## config.mk

```make
export PLATFORM = sky130hd
export DESIGN_NAME = pppoe_offer_tag_matcher_flat
export DESIGN_NICKNAME = d
export VERILOG_FILES = /design/src/rtl/ptm_pkg.sv /design/src/rtl/ptm_in_if.sv /design/src/rtl/ptm_out_if.sv /design/src/rtl/ptm_tag_walker.sv /design/src/rtl/pppoe_offer_tag_matcher.sv /design/src/flat_wrapper.sv
export SDC_FILE = /design/constraint.sdc
export NUM_CORES = 1
export LEC_CHECK = 0
export BUFFER_PORTS_ARGS = -buffer_cell sky130_fd_sc_hd__clkbuf_2
export CAP_MARGIN = 20
export CORE_UTILIZATION = 30
export CTS_CLUSTER_DIAMETER = 120
export DETAILED_ROUTE_END_ITERATION = 10
export PLACE_DENSITY = 0.55
export REMOVE_ABC_BUFFERS = 1
export SETUP_SLACK_MARGIN = 0.2
export SLEW_MARGIN = 5
export SYNTH_ARGS = -nofsm -noshare
export SYNTH_HDL_FRONTEND = slang
export SYNTH_SLANG_ARGS = --single-unit
```

## constraint.sdc

```tcl
create_clock -name clk -period 3.9 [get_ports clk]
set_input_delay 0.39 -clock clk [delete_from_list [all_inputs] [get_ports clk]]
set_output_delay 0.39 -clock clk [all_outputs]
set_load 0.05 [all_outputs]
```

## src/rtl/ptm_pkg.sv

```systemverilog
`default_nettype none
// ----------------------------------------------------------------------------
// ptm_pkg
// shared types and constants of the pppoe offer tag matcher
// ----------------------------------------------------------------------------
package ptm_pkg;

  localparam int MAC_W       = 48;
  localparam int UNIQ_W      = 16;
  localparam int TAG_OFS_W   = 17;
  localparam int PAYLOAD_START = 20;
  localparam logic [15:0] HOST_UNIQ_TYPE = 16'h0103;
  localparam logic [15:0] HOST_UNIQ_LEN  = 16'd2;

  typedef enum logic [0:0] {
    CFG_LOCAL_MAC = 1'b0,
    CFG_HOST_UNIQ = 1'b1
  } cfg_idx_t;

  typedef enum logic [2:0] {
    V_SEARCHING = 3'b001,
    V_MATCHED   = 3'b010,
    V_REJECTED  = 3'b100
  } verdict_t;

  typedef struct packed {
    logic       go;
    logic [7:0] rx_byte;
    logic       frame_end;
  } step_t;

  typedef struct packed {
    logic             offer_match;
    logic [MAC_W-1:0] src_addr;
  } result_t;

endpackage
`default_nettype wire

```

## src/rtl/ptm_in_if.sv

```systemverilog
`default_nettype none
// ----------------------------------------------------------------------------
// ptm_in_if
// receive byte channel: one frame byte per word
// ----------------------------------------------------------------------------
interface ptm_in_if;
  logic       valid;
  logic       ready;
  logic [7:0] rx_byte;
  logic       frame_end;

  modport source (output valid, output rx_byte, output frame_end, input ready);
  modport sink   (input valid, input rx_byte, input frame_end, output ready);
endinterface
`default_nettype wire

```

## src/rtl/ptm_out_if.sv

```systemverilog
`default_nettype none
// ----------------------------------------------------------------------------
// ptm_out_if
// result channel: one word per frame
// ----------------------------------------------------------------------------
interface ptm_out_if;
  logic        valid;
  logic        ready;
  logic        offer_match;
  logic [47:0] src_addr;

  modport source (output valid, output offer_match, output src_addr, input ready);
  modport sink   (input valid, input offer_match, input src_addr, output ready);
endinterface
`default_nettype wire

```

## src/rtl/ptm_tag_walker.sv

```systemverilog
`default_nettype none
// ----------------------------------------------------------------------------
// ptm_tag_walker
// per-byte frame state: destination check, source capture, tag walk
// ----------------------------------------------------------------------------
module ptm_tag_walker #(
  parameter int MAX_FRAME_BYTES = 2048
) (
  input  logic                        clk,
  input  logic                        rst_n,
  input  ptm_pkg::step_t              step,
  input  logic [ptm_pkg::MAC_W-1:0]   local_mac,
  input  logic [ptm_pkg::UNIQ_W-1:0]  uniq_key,
  output ptm_pkg::result_t            result
);
  import ptm_pkg::*;

  localparam int POS_W = $clog2(MAX_FRAME_BYTES + 1);
  localparam logic [POS_W-1:0] POS_MAX = POS_W'(MAX_FRAME_BYTES);

  logic [POS_W-1:0]     pos_r, pos_nxt;
  logic                 dest_equal_r, dest_equal_nxt;
  logic [MAC_W-1:0]     src_mac_r, src_mac_nxt;
  logic [15:0]          pay_len_r, pay_len_nxt;
  logic [TAG_OFS_W-1:0] tag_ofs_r, tag_ofs_nxt;
  logic [15:0]          tlv_kind_r, tlv_kind_nxt;
  logic [15:0]          tag_len_r, tag_len_nxt;
  logic [15:0]          tag_val_r, tag_val_nxt;
  verdict_t             verdict_r, verdict_nxt;

  logic [TAG_OFS_W-1:0] pos_ext;
  logic [TAG_OFS_W-1:0] tag_d;
  logic [7:0]           mac_byte;
  logic [15:0]          len_full;
  logic [15:0]          val_full;

  assign pos_ext  = TAG_OFS_W'(pos_r);
  assign tag_d    = pos_ext - tag_ofs_r;
  assign mac_byte = 8'(local_mac >> {3'd5 - pos_r[2:0], 3'b000});
  assign len_full = {tag_len_r[15:8], step.rx_byte};
  assign val_full = {tag_val_r[15:8], step.rx_byte};

  always_comb begin
    pos_nxt        = pos_r;
    dest_equal_nxt = dest_equal_r;
    src_mac_nxt    = src_mac_r;
    pay_len_nxt    = pay_len_r;
    tag_ofs_nxt    = tag_ofs_r;
    tlv_kind_nxt   = tlv_kind_r;
    tag_len_nxt    = tag_len_r;
    tag_val_nxt    = tag_val_r;
    verdict_nxt    = verdict_r;
    if (pos_r < POS_MAX) begin
      pos_nxt = pos_r + 1'b1;
      if (pos_r < POS_W'(6)) begin
        if (mac_byte != step.rx_byte) begin
          dest_equal_nxt = 1'b0;
        end
      end else if (pos_r < POS_W'(12)) begin
        src_mac_nxt = {src_mac_r[MAC_W-9:0], step.rx_byte};
      end else if (pos_r == POS_W'(18)) begin
        pay_len_nxt = {step.rx_byte, 8'h00};
      end else if (pos_r == POS_W'(19)) begin
        pay_len_nxt = {pay_len_r[15:8], step.rx_byte};
      end else if (pos_r >= POS_W'(PAYLOAD_START) && verdict_r == V_SEARCHING &&
                   pos_ext >= tag_ofs_r) begin
        case (tag_d)
          TAG_OFS_W'(0): begin
            if (tag_ofs_r - TAG_OFS_W'(PAYLOAD_START) >= TAG_OFS_W'(pay_len_r)) begin
              verdict_nxt = V_REJECTED;
            end else begin
              tlv_kind_nxt = {step.rx_byte, 8'h00};
            end
          end
          TAG_OFS_W'(1): tlv_kind_nxt = {tlv_kind_r[15:8], step.rx_byte};
          TAG_OFS_W'(2): tag_len_nxt  = {step.rx_byte, 8'h00};
          TAG_OFS_W'(3): begin
            tag_len_nxt = len_full;
            if (tlv_kind_r == HOST_UNIQ_TYPE) begin
              if (len_full != HOST_UNIQ_LEN) begin
                verdict_nxt = V_REJECTED;
              end
            end else begin
              tag_ofs_nxt = tag_ofs_r + TAG_OFS_W'(4) + TAG_OFS_W'(len_full);
            end
          end
          TAG_OFS_W'(4): tag_val_nxt = {step.rx_byte, 8'h00};
          TAG_OFS_W'(5): begin
            tag_val_nxt = val_full;
            verdict_nxt = (val_full == uniq_key) ? V_MATCHED : V_REJECTED;
          end
          default: ;
        endcase
      end
    end
  end

  assign result.offer_match = dest_equal_nxt && (verdict_nxt == V_MATCHED);
  assign result.src_addr    = src_mac_nxt;

  always_ff @(posedge clk) begin
    if (!rst_n || (step.go && step.frame_end)) begin
      pos_r        <= '0;
      dest_equal_r <= 1'b1;
      src_mac_r    <= '0;
      pay_len_r    <= '0;
      tag_ofs_r    <= TAG_OFS_W'(PAYLOAD_START);
      tlv_kind_r   <= '0;
      tag_len_r    <= '0;
      tag_val_r    <= '0;
      verdict_r    <= V_SEARCHING;
    end else if (step.go) begin
      pos_r        <= pos_nxt;
      dest_equal_r <= dest_equal_nxt;
      src_mac_r    <= src_mac_nxt;
      pay_len_r    <= pay_len_nxt;
      tag_ofs_r    <= tag_ofs_nxt;
      tlv_kind_r   <= tlv_kind_nxt;
      tag_len_r    <= tag_len_nxt;
      tag_val_r    <= tag_val_nxt;
      verdict_r    <= verdict_nxt;
    end
  end

`ifndef SYNTH
  a_clear_after_end: assert property (@(posedge clk) disable iff (!rst_n)
    step.go && step.frame_end |=> pos_r == '0 && verdict_r == V_SEARCHING && dest_equal_r)
    else $error("frame state not cleared after last byte");

  a_no_verdict_before_tags: assert property (@(posedge clk) disable iff (!rst_n)
    pos_r < POS_W'(PAYLOAD_START) |-> verdict_r == V_SEARCHING)
    else $error("verdict reached before tag area");

  a_tag_ofs_floor: assert property (@(posedge clk) disable iff (!rst_n)
    tag_ofs_r >= TAG_OFS_W'(PAYLOAD_START))
    else $error("tag offset below payload start");
`endif

endmodule
`default_nettype wire

```

## src/rtl/pppoe_offer_tag_matcher.sv

```systemverilog
`default_nettype none
// ----------------------------------------------------------------------------
// pppoe_offer_tag_matcher
// checks a received pppoe offer frame for local mac and host-uniq tag
// ----------------------------------------------------------------------------
// result: the frame_end byte passes the input register, then its result word is held in the output register
// throughput: one byte word per cycle; the last byte of a frame waits only
//   while the previous result word is still held in the output register
// reset: rst_n synchronous active low; clears config to 0, frame state, and
//   both valid flags
module pppoe_offer_tag_matcher #(
  parameter int MAX_FRAME_BYTES = 2048
) (
  input  logic                         clk,
  input  logic                         rst_n,
  ptm_in_if.sink                       in_chan,
  ptm_out_if.source                    out_chan,
  input  logic                         cfg_we,
  input  ptm_pkg::cfg_idx_t            cfg_index,
  input  logic [ptm_pkg::MAC_W-1:0]    cfg_wdata
);
  import ptm_pkg::*;

  logic [MAC_W-1:0]  local_mac_r;
  logic [UNIQ_W-1:0] uniq_key_r;

  logic              s1_valid_r;
  logic [7:0]        s1_byte_r;
  logic              s1_last_r;
  logic              s1_go;
  logic              in_acc;

  logic              out_valid_r;
  logic              out_match_r;
  logic [MAC_W-1:0]  out_peer_r;

  step_t             step;
  result_t           result;

  always_ff @(posedge clk) begin
    if (!rst_n) begin
      local_mac_r <= '0;
      uniq_key_r  <= '0;
    end else if (cfg_we) begin
      unique case (cfg_index)
        CFG_LOCAL_MAC: local_mac_r <= cfg_wdata;
        CFG_HOST_UNIQ: uniq_key_r  <= cfg_wdata[UNIQ_W-1:0];
        default: ;
      endcase
    end
  end

  assign s1_go         = s1_valid_r && (!s1_last_r || !out_valid_r || out_chan.ready);
  assign in_chan.ready = !s1_valid_r || s1_go;
  assign in_acc        = in_chan.valid && in_chan.ready;

  // input register
  always_ff @(posedge clk) begin
    if (!rst_n) begin
      s1_valid_r <= 1'b0;
    end else if (in_acc) begin
      s1_valid_r <= 1'b1;
    end else if (s1_go) begin
      s1_valid_r <= 1'b0;
    end
  end

  always_ff @(posedge clk) begin
    if (in_acc) begin
      s1_byte_r <= in_chan.rx_byte;
      s1_last_r <= in_chan.frame_end;
    end
  end

  assign step.go        = s1_go;
  assign step.rx_byte   = s1_byte_r;
  assign step.frame_end = s1_last_r;

  ptm_tag_walker #(
    .MAX_FRAME_BYTES (MAX_FRAME_BYTES)
  ) u_walker (
    .clk       (clk),
    .rst_n     (rst_n),
    .step      (step),
    .local_mac (local_mac_r),
    .uniq_key  (uniq_key_r),
    .result    (result)
  );

  // result register
  always_ff @(posedge clk) begin
    if (!rst_n) begin
      out_valid_r <= 1'b0;
    end else if (s1_go && s1_last_r) begin
      out_valid_r <= 1'b1;
    end else if (out_chan.ready) begin
      out_valid_r <= 1'b0;
    end
  end

  always_ff @(posedge clk) begin
    if (s1_go && s1_last_r) begin
      out_match_r <= result.offer_match;
      out_peer_r  <= result.src_addr;
    end
  end

  assign out_chan.valid       = out_valid_r;
  assign out_chan.offer_match = out_match_r;
  assign out_chan.src_addr    = out_peer_r;

`ifndef SYNTH
  a_result_from_last: assert property (@(posedge clk) disable iff (!rst_n)
    $rose(out_valid_r) |-> $past(s1_go && s1_last_r))
    else $error("result word without a last byte");

  a_stall_last_blocks: assert property (@(posedge clk) disable iff (!rst_n)
    s1_valid_r && s1_last_r && out_valid_r && !out_chan.ready |-> !in_chan.ready)
    else $error("input taken while last byte is stalled");

  a_no_result_loss: assert property (@(posedge clk) disable iff (!rst_n)
    out_valid_r && !out_chan.ready |-> !(s1_go && s1_last_r))
    else $error("held result word overwritten");
`endif

endmodule
`default_nettype wire
```

## src/flat_wrapper.sv

```systemverilog
// flat-port wrapper written by rule: the top's interface ports become plain ports
module pppoe_offer_tag_matcher_flat import ptm_pkg::*;
#(
  parameter int MAX_FRAME_BYTES = 2048
)
  (clk, rst_n, cfg_we, cfg_index, cfg_wdata, in_chan_valid, in_chan_rx_byte, in_chan_frame_end, in_chan_ready, out_chan_valid, out_chan_offer_match, out_chan_src_addr, out_chan_ready);
  ptm_in_if in_chan_i ();
  ptm_out_if out_chan_i ();
  input  logic clk;
  input  logic rst_n;
  input  logic cfg_we;
  input  ptm_pkg::cfg_idx_t cfg_index;
  input  logic [ptm_pkg::MAC_W-1:0] cfg_wdata;
  input wire logic [$bits(in_chan_i.valid)-1:0] in_chan_valid;
  input wire logic [$bits(in_chan_i.rx_byte)-1:0] in_chan_rx_byte;
  input wire logic [$bits(in_chan_i.frame_end)-1:0] in_chan_frame_end;
  output wire logic [$bits(in_chan_i.ready)-1:0] in_chan_ready;
  output wire logic [$bits(out_chan_i.valid)-1:0] out_chan_valid;
  output wire logic [$bits(out_chan_i.offer_match)-1:0] out_chan_offer_match;
  output wire logic [$bits(out_chan_i.src_addr)-1:0] out_chan_src_addr;
  input wire logic [$bits(out_chan_i.ready)-1:0] out_chan_ready;
  assign in_chan_i.valid = in_chan_valid;
  assign in_chan_i.rx_byte = in_chan_rx_byte;
  assign in_chan_i.frame_end = in_chan_frame_end;
  assign in_chan_ready = in_chan_i.ready;
  assign out_chan_valid = out_chan_i.valid;
  assign out_chan_offer_match = out_chan_i.offer_match;
  assign out_chan_src_addr = out_chan_i.src_addr;
  assign out_chan_i.ready = out_chan_ready;
  pppoe_offer_tag_matcher #(.MAX_FRAME_BYTES(MAX_FRAME_BYTES)) u_core (.clk(clk), .rst_n(rst_n), .in_chan(in_chan_i), .out_chan(out_chan_i), .cfg_we(cfg_we), .cfg_index(cfg_index), .cfg_wdata(cfg_wdata));
endmodule
```

* Yosys cells after proc, flatten, opt, wreduce, memory -nomap -nowiden
Index checks and enable logic that the tools add are counted.
** Cells by class
- $add $sub $neg :: 6
- Order comparisons :: 6
- Eq/ne operators :: 14
- Shifts and indexed selects :: 1
- Mux-type cells :: 27
- Bitwise logic cells :: 10
- Reduce and logical (&&, ||, !) cells :: 29
** Operators with widths (count)
- $mux W48 :: 3
- $pmux W16 S2 :: 3
- $shr A48 B6 Y8 :: 1
- $reduce_and A9 Y1 :: 4
- $eq A17 B2 Y1 const B :: 2
- $eq A17 B3 Y1 const B :: 2
- $mux W16 :: 2
- $mux W3 :: 10
- $eq A12 B5 Y1 const B :: 2
- $add A17 B16 Y17 :: 1
- $add A17 B3 Y17 const B :: 1
- $eq A17 B1 Y1 const B :: 1
- $ge A12 B17 Y1 :: 1
- $ge A17 B16 Y1 :: 1
- $logic_not A17 Y1 :: 1
- $sub A12 B17 Y17 :: 1
- $sub A17 B5 Y17 const B :: 1
- $eq A16 B16 Y1 :: 1
- $eq A16 B9 Y1 const B :: 1
- $ne A16 B2 Y1 const B :: 1
- $add A12 B1 Y12 const B :: 1
- $ge A12 B5 Y1 const B :: 1
- $lt A12 B12 Y1 const B :: 1
- $lt A12 B3 Y1 const B :: 1
- 17 further kinds :: 49
** Word-level totals
- Register bits :: 253
- Bits of input ports :: 63
- Output and inout port bits :: 51
- Word-level logic and storage cells :: 112

* Logic depth before layout (Yosys ltp)
Gate-level depths: netlist of the first run.
- Word-level depth :: 12
- Gate-level depth with buffers :: 17
- Mapped depth without buffers :: 17

* By module
From an unflattened synthesis of the first run, not the netlist that was laid out.
** Second synthesis, totals
- Cells, all modules :: 1392
- Area, all modules :: 12731.0 um2
** By module, submodules not included
- ptm_tag_walker :: times used 1, cells an instance 1042, area an instance 8514.4 um2, sequential area each 2582.5 um2
- pppoe_offer_tag_matcher :: times used 1, cells an instance 350, area an instance 4216.5 um2, sequential area each 3062.9 um2

* Worst setup path after synthesis of the first run
OpenSTA, ideal clock, no wires.
- Kind :: reg2reg
- Start :: register u_core.u_walker.tag_ofs_r[2]
- End :: register u_core.out_match_r, in the netlist u_core.out_chan.offer_match (data pin)
- Setup time :: 0.176 ns
- Data arrival time :: 3.840 ns
- Data required time :: 3.724 ns
- Path slack :: -0.116 ns
- Stages on the path, launching flop included :: 18
- Path buffers :: 0
- Period minus slack after synthesis :: 4.016 ns
- Path through :: dfxtp_1 inv_1 ha_1 nor2b_1 nor4_1 nand4_1 nor3_1 xor2_1 ha_1 nand4_1 or3_1 o21ai_0 a21oi_1 and4_1 or4b_1 a311oi_1 nor2b_1 nor4_1
** RTL lines
- start, declared :: RTL line ptm_tag_walker.sv:25 : logic [TAG_OFS_W-1:0] tag_ofs_r, tag_ofs_nxt;
- start signal, assigned :: RTL line ptm_tag_walker.sv:107 : tag_ofs_r <= TAG_OFS_W'(PAYLOAD_START);
- start signal, assigned :: RTL line ptm_tag_walker.sv:117 : tag_ofs_r <= tag_ofs_nxt;
- end signal, assigned :: RTL line pppoe_offer_tag_matcher.sv:103 : out_match_r <= result.offer_match;
- end, declared :: RTL line pppoe_offer_tag_matcher.sv:34 : logic out_match_r;

==> metrics.md, run 1 <==
| Metric | Value |
|---|---|
| Clock skew | `0.00916 ns` |
| Remaining DRCs | `0` |
| Drt first pass iters | `5` |
| RePlAce Congestion | `0.867` |
| Number of flops mapped to enable cells by yosys | `58` |
| Top FF cell, synth | `dfxtp_1` |
| Netlist cell types | `63` |
| Vias per inst | `4.84` |
| GRT overflow | `0` |
| Clock Tree Root | `clkbuf_16` |
| Adder-cell share of the synthesized area | `6.63%` |
| Initial antenna violation count | `0` |
| Seq cells post-synth | `253` |
| Post-layout util | `36.7%` |
| Initial Util | `30.7%` |
| Top cells by count, synth | `nand2_1, dfxtp_1, nor2_1` |
| Critical path endpoint category | `register` |
| Vias in the first global route | `9741` |
| Worst Setup SP | `u_core.u_walker.tag_ofs_r[3]` |
| Layout area overhead | `19.4%` |
| Core Area | `41300 µm²` |
| R2R Setup Slk | `0.15 ns` |
| FMAX | `267 MHz` |
| Mapped cell area | `12700 µm²` |
| Xor/xnor share of the synthesized area | `5.32%` |
| Initial drt markers | `444` |
| CTS buffer count | `27` |
| Post-Route WL | `31800 µm` |
| Cell with the most instances after synthesis | `nand2_1` |
| CTS tree | `built` |
| Fillcell total | `4234` |
| Via count | `9871` |
| Synth Area in Simple Gates | `18.1%` |
| Skew-Pair Late Insertion Delay | `0.54 ns` |
| DP Wirelength | `22000 µm` |
| Worst Hold Class | `in -> reg` |
| Syn_area_per_cell | `9.30 µm²` |
| Largest family of logic cells by synthesized area | `simple AND/OR/NAND/NOR gates` |
| Post-synthesis mux area share | `8.83%` |
| Die Ht | `208 µm` |
| Crit start category | `register` |
| Worst-path maximum fanout | `2` |
| Synth area leader | `dfxtp_1` |
| Register area | `5650 µm²` |
| Share of layout cells above drive strength 1 | `19.9%` |
| Crit share post-route | `96.1%` |
| Cells after synthesis | `1363` |
| Tmin final | `3.75 ns` |
| Register area share after synthesis | `44.5%` |
| Synth warnings | `0` |
| Final setup vio count | `0` |
| CP Class | `reg -> reg` |
| # diodes | `0` |
| Area of the multi-input gates | `6710 µm²` |
| Nets | `1616` |
| Core Rows | `74` |
| Total I/O pin count | `114` |
| Run status | `completed` |
| Leak Pwr | `6.02 nW` |
| Final setup margin | `0.153 ns` |
| Final Hold Vio Count | `0` |
| # Max-Cap Violations | `0` |
| Clock buffer depth | `3` |
| Synth top area share | `30.8%` |
| Number of antenna-violating nets in the routed design | `0` |
| Worst-margin pin slew | `0.799 ns` |
| Die ar. | `43100 µm²` |
| First-pass GRT wire length | `52100 µm` |
| Crit path DAT | `4.12 ns` |
| Largest net degree at the start of global routing | `72` |
| CTS H-tree depth | `1` |
| Total Power | `5.79 mW` |
| Reg2reg start | `u_core.u_walker.tag_ofs_r[3]` |
| Routed WL per cell | `15.6 µm` |
| Post-Place Worst Slack | `-0.141 ns` |
| Async S/R FF share, synth | `0%` |
| Worst Path Required | `4.27 ns` |
| Input/output buffers | `113` |
| Final Max Slew Viols | `0` |
| Crit path to | `u_core.out_chan.offer_match` |
| Pwr per Cell Area | `382 nW/µm²` |
| RSZ-0062 raised after global routing | `true` |
| Worst-path clk slew | `0.06 ns` |
| Chip width | `208 µm` |
| Synth top area cells | `dfxtp_1, edfxtp_1, nand2_1` |
| Max-slew headroom | `46.3%` |
| Complex-gate fraction of the synthesized area | `13.1%` |
| R2R cell count | `17` |
| GRT Util Overall | `14.7%` |
| Peak supply drop | `268 µV` |
| # clock sinks | `253` |
| Worst R2R End | `u_core.out_chan.offer_match` |
[how the worst min path moves through the flow]
stage | start | endpoint | slack [ns] | cells past startpoint
after floorplan | u_core.u_walker.dest_equal_r | u_core.u_walker.dest_equal_r | 0.42 | 2
after global placement | u_core.u_walker.dest_equal_r | u_core.u_walker.dest_equal_r | 0.43 | 2
after detailed placement | u_core.u_walker.dest_equal_r | u_core.u_walker.dest_equal_r | 0.44 | 2
after CTS | in_chan_rx_byte[0] | u_core.s1_byte_r[0] | 0.001 | 1
after global routing | in_chan_rx_byte[0] | u_core.s1_byte_r[0] | 0.0005 | 1
final | in_chan_rx_byte[0] | u_core.s1_byte_r[0] | 0.03 | 1
[per-stage QoR]
stage | setup TNS, ns | hold WS [ns] | instances | instance area, µm²
2_1_floorplan | -22.58 | 0.423 | 1289 | 12400
3_3_place_gp | -0.0495 | 0.434 | 1984 | 14000
6_report | 0 | 0.0265 | 2039 | 15100
4_1_cts | 0 | 0.00109 | 2037 | 15000
3_5_place_dp | -0.141 | 0.443 | 1984 | 14000
5_1_grt | -0.0324 | 0.000472 | 2039 | 15100
[state kept, by name, summed over array words and instances, names as in the netlist]
signal / flops
u_core.u_walker.tag_ofs_r: 17
u_core.u_walker.pay_len_r: 16
u_core.u_walker.pos_r: 12
u_core.out_chan.offer_match: 1
u_core.u_walker.src_mac_r: 48
u_core.s1_last_r: 1
u_core.uniq_key_r: 16
u_core.u_walker.tag_len_r: 8
u_core.u_walker.dest_equal_r: 1
u_core.u_walker.verdict_r: 3
u_core.u_walker.tlv_kind_r: 16
u_core.local_mac_r: 48
u_core.s1_valid_r: 1
u_core.s1_byte_r: 8
u_core.out_chan.valid: 1
u_core.u_walker.tag_val_r: 8
u_core.out_chan.src_addr: 48
[cells by family after synthesis]
kind of cell	count (synthesis)
xor+xnor	77
compound gates	247
flops	253
buf+inv	118
mux	106
fa+ha+maj	66
simple gates	496
[per-layer routing]
layer,global-route usage (%),wire (µm)
met5,0,0
met4,3.55,733
met3,2.24,1160
met2,24.4,14700
met1,19.8,15200
[power by group]
part	internal, mW	total (mW)	switching, mW
sequential	2.72	2.74	0.0237
clock	1.62	2.68	1.06
combinational	0.121	0.361	0.240
total	4.46	5.79	1.33
[area by class of cell]
| class | count | share of cell area (%) |
|---|---|---|
| inverters | 44 | 1.09 |
| multi-input cells | 992 | 44.3 |
| flip-flops and latches | 253 | 37.3 |
| clock buffers | 37 | 4.98 |
| repair buffers | 169 | 6.77 |
| clock inverters | 12 | 1.12 |
| well taps | 532 | 4.40 |
[placed cells by master (no fill, tap or decap), drive strengths merged, types with 15 or more instances in the layout]
cell,synthesis,routed
ha,64,64
nor2,89,89
mux2i,59,59
dfxtp,195,195
a21oi,87,87
a21boi,67,67
buf,21,55
nor4,20,20
nand3,36,36
mux2,47,47
nand2,264,264
xnor2,32,32
nand2b,16,16
o21ai,25,25
inv,44,44
edfxtp,58,58
clkbuf,53,150
nand4,15,15
xor2,45,45
[repair_timing]
| item | CTS | global route |
|---|---|---|
| setup buffers | 3 | 1 |
| endpoints found under the hold margin | 1 | 0 |
| hold buffers | 1 | 0 |
| gates cloned | 0 | 0 |
| setup endpoints to repair | 2 | 53 |
| resized for setup | 12 | 19 |
| pin swaps | 13 | 10 |
[critical path, stage by stage (launching register included)]
cell and delay, ns:
dfxtp_2 0.32, inv_2 0.07, ha_4 0.13, nor2b_2 0.04, nor4_2 0.13, buf_4 0.15, nand4_1 0.15, buf_4 0.18
xnor2_1 0.12, ha_1 0.30, and4_1 0.22, nand2_2 0.08, a211o_1 0.26, and4_1 0.22, or4b_4 0.55, a311oi_2 0.29
nor2b_1 0.09, nor4_2 0.27
Power figures use the tool's default switching activity.
==> run 2: changes to the inputs <==
--- a/config.mk
+++ b/config.mk
@@ -5,15 +5,17 @@
 export SDC_FILE = /design/constraint.sdc
 export NUM_CORES = 1
 export LEC_CHECK = 0
+export ABC_AREA = 1
 export BUFFER_PORTS_ARGS = -buffer_cell sky130_fd_sc_hd__clkbuf_2
 export CAP_MARGIN = 20
 export CORE_UTILIZATION = 30
 export CTS_CLUSTER_DIAMETER = 120
 export DETAILED_ROUTE_END_ITERATION = 10
-export PLACE_DENSITY = 0.55
+export MAX_ROUTING_LAYER = met4
+export PLACE_DENSITY = 0.54
 export REMOVE_ABC_BUFFERS = 1
 export SETUP_SLACK_MARGIN = 0.2
-export SLEW_MARGIN = 5
+export SLEW_MARGIN = 15
 export SYNTH_ARGS = -nofsm -noshare
 export SYNTH_HDL_FRONTEND = slang
 export SYNTH_SLANG_ARGS = --single-unit
==> metrics.md, run 2 <==
| Metric | Value |
|---|---|
| Run status | `completed` |
| Mapped cell area | `13400 µm²` |
| R2R Setup Slk | `0.58 ns` |
| Seq cells post-synth | `253` |
| Register area share after synthesis | `42.2%` |
| Vias in the first global route | `10461` |
| Layout area overhead | `15.9%` |
| Crit start category | `register` |
| Setup_tns | `0 ns` |
| Clock skew | `0.0128 ns` |
| GRT Util Overall | `16.0%` |
| Worst R2R End | `u_core.u_walker.tlv_kind_r[3]` |
| Hold Path End | `u_core.s1_byte_r[7]` |
| Syn_area_per_cell | `7.48 µm²` |
| Fillcell total | `4662` |
| Crit path DAT | `3.81 ns` |
| FMAX | `301 MHz` |
| CP most frequent cell | `nor2_1` |
| Input/output buffers | `113` |
| Max-slew headroom | `44.2%` |
| Crit path cell chain | `inv_1 -> ha_1 -> nor2_1 -> nor2_1 -> nand2_1 -> nor2_1 -> nand2_1 -> nor2_1 -> xor2_1 -> ha_1 -> nand2_1 -> nor2_1 -> a41o_1 -> nor2_1 -> and2_1 -> nand3_2 -> nand3_1 -> nand2_1 -> nor2_1` |
| Critical path endpoint category | `register` |
| WHS | `0.0196 ns` |
| Final setup margin | `0.577 ns` |
| RePlAce Congestion | `0.895` |
| Peak supply drop | `359 µV` |
| Largest net degree at the start of global routing | `97` |
| # diodes | `0` |
| CTS buffer count | `28` |
| Tmin final | `3.32 ns` |
| Clock buffer depth | `3` |
| Final Max Slew Viols | `0` |
| Netlist cell types | `50` |
| CTS H-tree depth | `1` |
| CTS tree | `built` |
| Initial antenna violation count | `0` |
| Async S/R FF share, synth | `0%` |
| Vias per inst | `4.64` |
| Cell with the most instances after synthesis | `nand2_1` |
| First-pass GRT wire length | `56200 µm` |
| Post-Place Worst Slack | `0.644 ns` |
| RSZ-0062 raised after global routing | `false` |
| Final setup vio count | `0` |
| Routed WL per cell | `14.3 µm` |
| Hold path depth | `1` |
| Placed insts | `2436` |
| Remaining DRCs | `0` |
| Worst Hold Class | `in -> reg` |
| Number of antenna-violating nets in the routed design | `0` |
| Via count | `11552` |
| Synth top area cells | `dfxtp_1, edfxtp_1, nand2_1` |
| Synth top area share | `29.2%` |
| Max stage delay on crit path | `0.31 ns` |
| Crit share post-route | `85.2%` |
| Drt first pass iters | `5` |
| Core Area | `43600 µm²` |
| DP Wirelength | `25600 µm` |
| Reg2reg start | `u_core.u_walker.tag_ofs_r[2]` |
| CP Class | `reg -> reg` |
| Nets | `2012` |
| Top cells by count, synth | `nand2_1, nor2_1, inv_1` |
| Die ar. | `45400 µm²` |
| Synth area leader | `dfxtp_1` |
| # clock sinks | `253` |
| Chip width | `213 µm` |
| Post-CTS Setup Bufs | `0` |
| Hold_buf cts | `2` |
| Cells after synthesis | `1789` |
| Most frequent cells in the layout | `nor2_1, nand2_1, inv_1` |
| Number of flops mapped to enable cells by yosys | `58` |
| Clock Tree Root | `clkbuf_16` |
| Post_cts resized | `0` |
| Worst-path maximum fanout | `16` |
| # Max-Cap Violations | `0` |
| Final Hold Vio Count | `0` |
| Initial drt markers | `775` |
| GRT overflow | `0` |
| Finished Layout Cells | `2487` |
| Top FF cell, synth | `dfxtp_1` |
| Worst-margin pin slew | `0.837 ns` |
| R2R cell count | `19` |
| Leak Pwr | `7.14 nW` |
| Initial Util | `30.7%` |
| Slowest-stage cell, CP | `nand3_2` |
| Post-Route WL | `35600 µm` |
| Hold wc startpoint | `in_chan_rx_byte[7]` |
| Worst-path clk slew | `0.06 ns` |
| Synth warnings | `0` |
| Share of layout cells above drive strength 1 | `12.9%` |
| Skew-Pair Late Insertion Delay | `0.56 ns` |
| Core Rows | `76` |
| Total I/O pin count | `114` |
| Die Ht | `213 µm` |
| Pwr per Cell Area | `389 nW/µm²` |
| Worst Path Required | `4.38 ns` |
-- run 2: worst max path at each step --
stage,start,to,slack (ns)
floorplan,u_core.out_chan.valid,u_core.u_walker.pos_r[0],-0.19
global placement,u_core.u_walker.tag_ofs_r[2],u_core.u_walker.tlv_kind_r[7],0.72
detailed placement,u_core.u_walker.tag_ofs_r[2],u_core.u_walker.tlv_kind_r[0],0.64
CTS,u_core.u_walker.tag_ofs_r[2],u_core.u_walker.tlv_kind_r[3],0.63
global route,u_core.u_walker.tag_ofs_r[2],u_core.u_walker.tlv_kind_r[8],0.31
finish,u_core.u_walker.tag_ofs_r[2],u_core.u_walker.tlv_kind_r[3],0.58
-- run 2: area by class of cell --
cell class                      instances  area, µm²  area share, %
Inverter                              265        996           6.43
Tap cell                              585        732           4.72
Multi-Input combinational cell       1197       6420           41.4
Sequential cell                       253       5650           36.4
Clock buffer                           40        858           5.54
Clock inverter                          9       67.6          0.436
Timing Repair Buffer                  138        783           5.05
-- run 2: critical path: cells and delay by family, from the launching register on --
| kind | cells | cell delay (ns) |
|---|---|---|
| AO/OA/AOI/OAI | 1 | 0.23 |
| AND/OR/NAND/NOR | 14 | 1.91 |
| buffers and inverters | 1 | 0.17 |
| adder cells (fa/ha/maj) | 2 | 0.49 |
| XOR/XNOR | 1 | 0.16 |
| flip-flops | 1 | 0.29 |
-- run 2: cells by family after synthesis --
group	synth area share [%]
XOR/XNOR	3.01
AO/OA/AOI/OAI	16.7
buffers and inverters	9.92
AND/OR/NAND/NOR	21.9
adder cells (fa/ha/maj)	6.29
flip-flops	42.2
-- run 2: routing by layer --
layer,share of wire [%],GRT usage [%]
met1,50,22.5
met2,43,24.4
met3,4.9,2.07
met4,1.9,3.45
met5,0,-
-- run 2: report_power, final --
| part | internal, mW | total (mW) | switching, mW |
|---|---|---|---|
| Combinational | 0.172 | 0.544 | 0.372 |
| Sequential | 2.79 | 2.84 | 0.0492 |
| Clock | 1.58 | 2.65 | 1.07 |
-- run 2: metrics by stage --
step | area (µm²) | power [mW] | utilization [%]
6_report | 15500 | 6.03 | 35.6
3_5_place_dp | 14600 | 3.44 | 33.4
2_1_floorplan | 13000 | 3.23 | -
4_1_cts | 15500 | 6.10 | 35.6
5_1_grt | 15500 | 6.27 | 35.6
3_3_place_gp | 14600 | 3.43 | 33.4
